--- src/design/ptcw_pkg.sv ---
// Package for the pulse trigger and charge window block.
// Holds the beat types, register indexes, sizes and state codes.
// Depends on nothing; every design file imports it.
package ptcw_pkg;

  localparam int RECORD_LENGTH = 512;
  localparam int ADDR_W        = $clog2(RECORD_LENGTH);
  localparam int CNT_W         = ADDR_W + 1;
  localparam int DELAY_DEPTH   = 16;
  localparam int DL_W          = $clog2(DELAY_DEPTH);
  localparam int SAMPLE_W      = 13;
  localparam int RAW_W         = 12;
  localparam int FRAC_W        = 16;
  localparam int PROD_W        = FRAC_W + SAMPLE_W;
  localparam int DIFF_W        = 31;
  localparam int SUM_W         = 19;
  localparam int CFG_IDX_W     = 3;
  localparam int CFG_DATA_W    = 16;

  localparam logic [SAMPLE_W-1:0] FULL_SCALE = 13'd4096;
  localparam logic signed [DIFF_W-1:0] BEST_RESET = -(31'sd1 <<< 30);

  localparam logic [CFG_IDX_W-1:0] REG_ARC_DELAY    = 3'd0;
  localparam logic [CFG_IDX_W-1:0] REG_ARC_FRACTION = 3'd1;
  localparam logic [CFG_IDX_W-1:0] REG_TOTAL_START  = 3'd2;
  localparam logic [CFG_IDX_W-1:0] REG_TOTAL_END    = 3'd3;
  localparam logic [CFG_IDX_W-1:0] REG_TAIL_START   = 3'd4;

  typedef struct packed {
    logic [RAW_W-1:0] raw_sample;
    logic             last_sample;
  } in_t;

  typedef struct packed {
    logic [ADDR_W-1:0] trig_pos;
    logic [SUM_W-1:0]  charge_full;
    logic [SUM_W-1:0]  charge_tail;
  } out_t;

  typedef struct packed {
    logic                push;
    logic                clear;
    logic [SAMPLE_W-1:0] x;
    logic [ADDR_W-1:0]   s;
  } trig_ctl_t;

  typedef enum logic [4:0] {
    ST_LOAD  = 5'b00001,
    ST_FLUSH = 5'b00010,
    ST_SUM   = 5'b00100,
    ST_DRAIN = 5'b01000,
    ST_DONE  = 5'b10000
  } state_t;

endpackage

--- src/design/ptcw_trigger.sv ---
// Amplitude-ratio trigger tracker: delay line, one multiply stage and a
// running first-maximum compare. Depends on ptcw_pkg.
module ptcw_trigger (
  input  logic                          clk,
  input  logic                          rst_n,
  input  ptcw_pkg::trig_ctl_t           ctl,
  input  logic [3:0]                    cfg_delay,
  input  logic [ptcw_pkg::FRAC_W-1:0]   cfg_frac,
  output logic [ptcw_pkg::ADDR_W-1:0]   best_index
);
  import ptcw_pkg::*;

  logic [SAMPLE_W-1:0]      dl_r [DELAY_DEPTH];
  logic [DL_W-1:0]          early_idx;
  logic [SAMPLE_W-1:0]      early;
  logic [PROD_W-1:0]        prod;
  logic signed [DIFF_W-1:0] diff_nxt;
  logic                     cand_nxt;
  logic signed [DIFF_W-1:0] diff_r;
  logic                     cand_r;
  logic [ADDR_W-1:0]        sidx_r;
  logic signed [DIFF_W-1:0] best_r;
  logic [ADDR_W-1:0]        best_idx_r;

  assign early_idx = ctl.s[DL_W-1:0] - DL_W'(cfg_delay);
  assign early     = (cfg_delay == 4'd0) ? ctl.x : dl_r[early_idx];
  assign prod      = PROD_W'(cfg_frac) * PROD_W'(ctl.x);
  assign diff_nxt  = $signed({3'b000, early, 15'd0}) - $signed({2'b00, prod});
  assign cand_nxt  = ctl.push && (ctl.s >= ADDR_W'(cfg_delay));

  always_ff @(posedge clk) begin
    if (ctl.push) begin
      dl_r[ctl.s[DL_W-1:0]] <= ctl.x;
    end
    diff_r <= diff_nxt;
    sidx_r <= ctl.s;
  end

  always_ff @(posedge clk) begin
    if (!rst_n) begin
      cand_r     <= 1'b0;
      best_r     <= BEST_RESET;
      best_idx_r <= '0;
    end else if (ctl.clear) begin
      cand_r     <= 1'b0;
      best_r     <= BEST_RESET;
      best_idx_r <= '0;
    end else begin
      cand_r <= cand_nxt;
      if (cand_r && (diff_r > best_r)) begin
        best_r     <= diff_r;
        best_idx_r <= sidx_r;
      end
    end
  end

  assign best_index = best_idx_r;

endmodule

--- config.mk ---
export PLATFORM = sky130hd
export DESIGN_NAME = ptcw_trigger
export DESIGN_NICKNAME = d
export VERILOG_FILES = /design/src/design/ptcw_pkg.sv /design/src/design/ptcw_trigger.sv
export SDC_FILE = /design/constraint.sdc
export NUM_CORES = 1
export LEC_CHECK = 0
export BUFFER_PORTS_ARGS = -buffer_cell sky130_fd_sc_hd__buf_4
export CAP_MARGIN = 20
export CORE_MARGIN = 2
export CORE_UTILIZATION = 30
export CTS_CLUSTER_SIZE = 30
export DETAILED_ROUTE_END_ITERATION = 12
export SYNTH_ARGS = -nofsm -noshare
export SYNTH_HDL_FRONTEND = slang
export SYNTH_SLANG_ARGS = --single-unit
--- constraint.sdc ---
create_clock -name clk -period 6.13 [get_ports clk]
set_input_delay 0.613 -clock clk [delete_from_list [all_inputs] [get_ports clk]]
set_output_delay 0.613 -clock clk [all_outputs]
set_load 0.02 [all_outputs]
==> metrics.md <==
| Metric | Value |
|---|---|
| Die Wd | 254 um |
| Fin Setup TNS | 0 ns |
| Reg2Reg Depth | 12 |
| Share of cells above drive strength 1 | 0.139 |
| Initial antenna violation count | 0 |
| Ys async rst share | 0 |
| DRC errors left | 0 |
| Drt wl/cell | 17.9 um |
| Clock group share of total power | 0.148 |
| Num CTS Buffers | 31 |
| Fin area | 0.0213 mm^2 |
| Post-Syn Instances | 1534 |
| Final min period | 5.46 ns |
| Synth top cells by count | inv_1, edfxtp_1, fa_1 |
| Status | complete, no violations |
| Worst setup EP type | flip-flop |
| Skew-Pair Late Insertion Delay | 0.58 ns |
| Register Area | slightly below 0.008 mm^2 |
| Hold Crit Start | ctl[8] |
| Placed cell area | between 0.02 and 0.025 mm^2 |
| Synth Register Bits | 288 |
| Synthesized area | about 0.019 mm^2 |
| End of the worst register-to-register path | diff_r[27]$_DFF_P_ |
| Max-cap violations | 0 |
| Crit path largest cell delay | 0.57 ns |
| # nets final | about 1900 |
| Slew of the pin with the lowest slew margin | 1.05 ns |
| Slew HR | 0.300 |
| Syn Nets | 1876 |
| Antenna Diode Count | 0 |
| Die area | 0.0646 mm^2 |
| Core area | about 0.062 mm^2 |
| Hold Path Cell Cnt | 1 |
| Worst-path cell chain | buf_4 > and2_1 > fa_1 > inv_1 > fa_1 > fa_1 > fa_1 > fa_1 > inv_1 > fa_1 > inv_1 > ha_1 > nand2_1 > o21ai_0 > a21oi_1 > o31a_1 > o311ai_1 > a221oi_2 > xnor2_1 |
| Post-place setup slack | 0.134 ns |
| CP max stage cell | fa_1 |
| Largest area contributor in the netlist | edfxtp_1 |
| Critical Path Source Type | input pin |
| Number of setup violations in the final report | 0 |
| Avg Cell Area, Syn | 12.2 um^2 |
| Crit path max fanout | 33 |
| Net Sw Frac | 0.446 |
| Hold Path End | sidx_r[8]$_DFF_P_ |
| CTS resizes | 0 |
| Largest net degree at the start of global routing | 53 |
| Top cell type's share of synthesized area | 0.333 |
| Crit Path Class | input pin to flip-flop |
| Final Hold Viols | 0 |
| GR Overflow Total | 0 |
| Net Switching | 5540 uW |
| Cts hold-fix bufs | 0 |
| RSZ-0062 raised after global routing | no |
| Reg power frac | 0.197 |
| Via Count | 11700 |
| DR iter-0 viols | 949 |
| Sequential-to-total area share from yosys stat | 0.418 |
| Initial DRT Pass Iterations | 7 |
| GRT Util Overall | 0.137 |
| CP top delay family | adder cells |
| Internal Power | 6860 uW |
| Area delta synth->final | 13.3% |
| FP Rows | 91 |
| Predominant post-synthesis flop cell | edfxtp_1 |
| WP data arrival | slightly below 6 ns |
| Vias in the first global route | ~12000 |
| Clk sinks | 288 |
| Cell mode on critical path | fa_1 |
| Gate power share | 0.655 |
| H-tree depth | 1 |
| Final setup margin | 0.672 ns |
| Postcts setup bufs | 0 |
| IO Count | 55 |
| Peak Freq | about 180 MHz |
| Post-DRT Antenna Nets | 0 |
| Initial core utilization | 0.304 |
| Clock skew | 0.0265 ns |
| Chip height | 254 um |
| Vias per cell | 4.79 |
| Clk buf depth | 3 |
| Synth area leaders | edfxtp_1, fa_1, ha_1 |
| Gpl congestion | just over 0.8 |
| HPWL Detailed | 30900 um |
| Crit path buf inv count | 4 |
| Worst vdd ir | about 0.00068 V |
| Worst min path class | input pin to flip-flop |
| Leak | 0.00815 uW |
| R2R Setup Slk | 2.15 ns |
| Root Driver | clkbuf_16 |
| Crit Reg-Reg Startpoint | dl_r[1][3]$_DFFE_PP_ |
| Number of flops mapped to enable cells by yosys | 208 |
| Top-count cell post-synth | inv_1 |
| TritonCTS clock tree | yes |
| Slew Viols, Final | 0 |
| Power per Cell Area | 583 mW/mm^2 |
| YS warnings | 0 |
| Worst EP required | 6.57 ns |
| FILL cells | 5999 |
| WL final | around 44000 um |
| Netlist cell types | 61 |
| First-pass GRT wire length | between 60000 and 70000 um |
| I/O Buffers | 54 |
| Final design utilization | 0.344 |
| Multi-input gate area | 0.00990 mm^2 |
| CTS clock-pin slew for the worst setup and hold paths | 0.06 ns |
| Fin crit share | 0.890 |
-- through the flow --
step	std cells	power (uW)	hold WS, ns
2_1_floorplan	1534	8590	0.435
3_3_place_gp	2379	10500	0.444
3_5_place_dp	2379	10600	0.451
4_1_cts	2435	12400	0.143
5_1_grt	2436	13600	0.148
6_report	2436	12400	0.172
-- worst reg2reg max path, cell delays in order, from the launching register on --
cell and delay, ns:
edfxtp_1 0.37, mux4_2 0.47, mux4_2 0.46, mux2_2 0.33, fa_1 0.49, ha_1 0.43
nand2_1 0.13, o21ai_0 0.20, a21oi_1 0.06, o31a_1 0.14, o311ai_1 0.49, a221oi_2 0.12
xnor2_1 0.15
-- worst max path at each step --
stage	startpoint	endpoint	slack, ns	depth (start not counted)
final	ctl[13]	diff_r[27]$_DFF_P_	0.67	19
after global routing	ctl[13]	diff_r[27]$_DFF_P_	0.41	19
after CTS	ctl[13]	diff_r[27]$_DFF_P_	0.71	18
after detailed placement	ctl[13]	diff_r[27]$_DFF_P_	0.13	17
after global placement	ctl[10]	diff_r[22]$_DFF_P_	0.18	18
after floorplan	ctl[13]	diff_r[27]$_DFF_P_	0.48	18
-- logic make-up after synthesis --
kind of cell / synth area share
fa+ha+maj: 0.264
mux: 0.0852
simple gates: 0.0966
xor+xnor: 0.0131
compound gates: 0.0624
buf+inv: 0.0609
flops: 0.418
-- layout make-up --
| cell class | count | share of cell area |
|---|---|---|
| Sequential cell | 288 | 0.369 |
| Clock inverter | 20 | 0.00965 |
| Clock buffer | 36 | 0.0374 |
| Inverter | 224 | 0.0395 |
| Tap cell | 837 | 0.0492 |
| Multi-Input combinational cell | 952 | 0.465 |
| Timing Repair Buffer | 79 | 0.0300 |
-- metal layers --
metal / share of wire / vias up / global-route usage
li1: - / 5343 / -
met1: 0.45 / 6009 / 0.184
met2: 0.49 / 265 / 0.239
met3: 0.043 / 46 / 0.0170
met4: 0.017 / 0 / 0.0292
met5: 0 / - / 0
-- state kept, by name (all words and copies together), names as in the netlist --
signal / count
dl_r: 208
best_r: 31
diff_r: 30
best_index: 9
sidx_r: 9
cand_r: 1
-- cell usage in the layout (no fill, tap or decap), drive strengths merged, types with 5 or more instances in the layout --
master / synthesis / final
a21o: 15 / 15
a21oi: 78 / 78
a31oi: 7 / 7
and2: 123 / 123
buf: 14 / 79
clkbuf: 56 / 36
clkinv: 0 / 11
dfxtp: 80 / 80
edfxtp: 208 / 208
fa: 167 / 167
ha: 129 / 129
inv: 224 / 228
mux2i: 9 / 9
mux4: 65 / 65
nand2: 113 / 113
nand2b: 6 / 6
nand3: 47 / 47
nand4: 12 / 12
nor2: 26 / 26
nor2b: 5 / 5
nor3: 7 / 7
o21ai: 61 / 61
xnor2: 19 / 19
xor2: 9 / 9
-- power groups by stage --
stage          clock, uW  combinational [uW]  sequential [uW]
2_1_floorplan          0                6140             2450
3_3_place_gp           0                8030             2480
3_5_place_dp           0                8080             2490
4_1_cts             1870                8120             2450
5_1_grt             1950                9160             2460
6_report            1840                8120             2450
No activity file was read; power rests on OpenSTA's default activity.
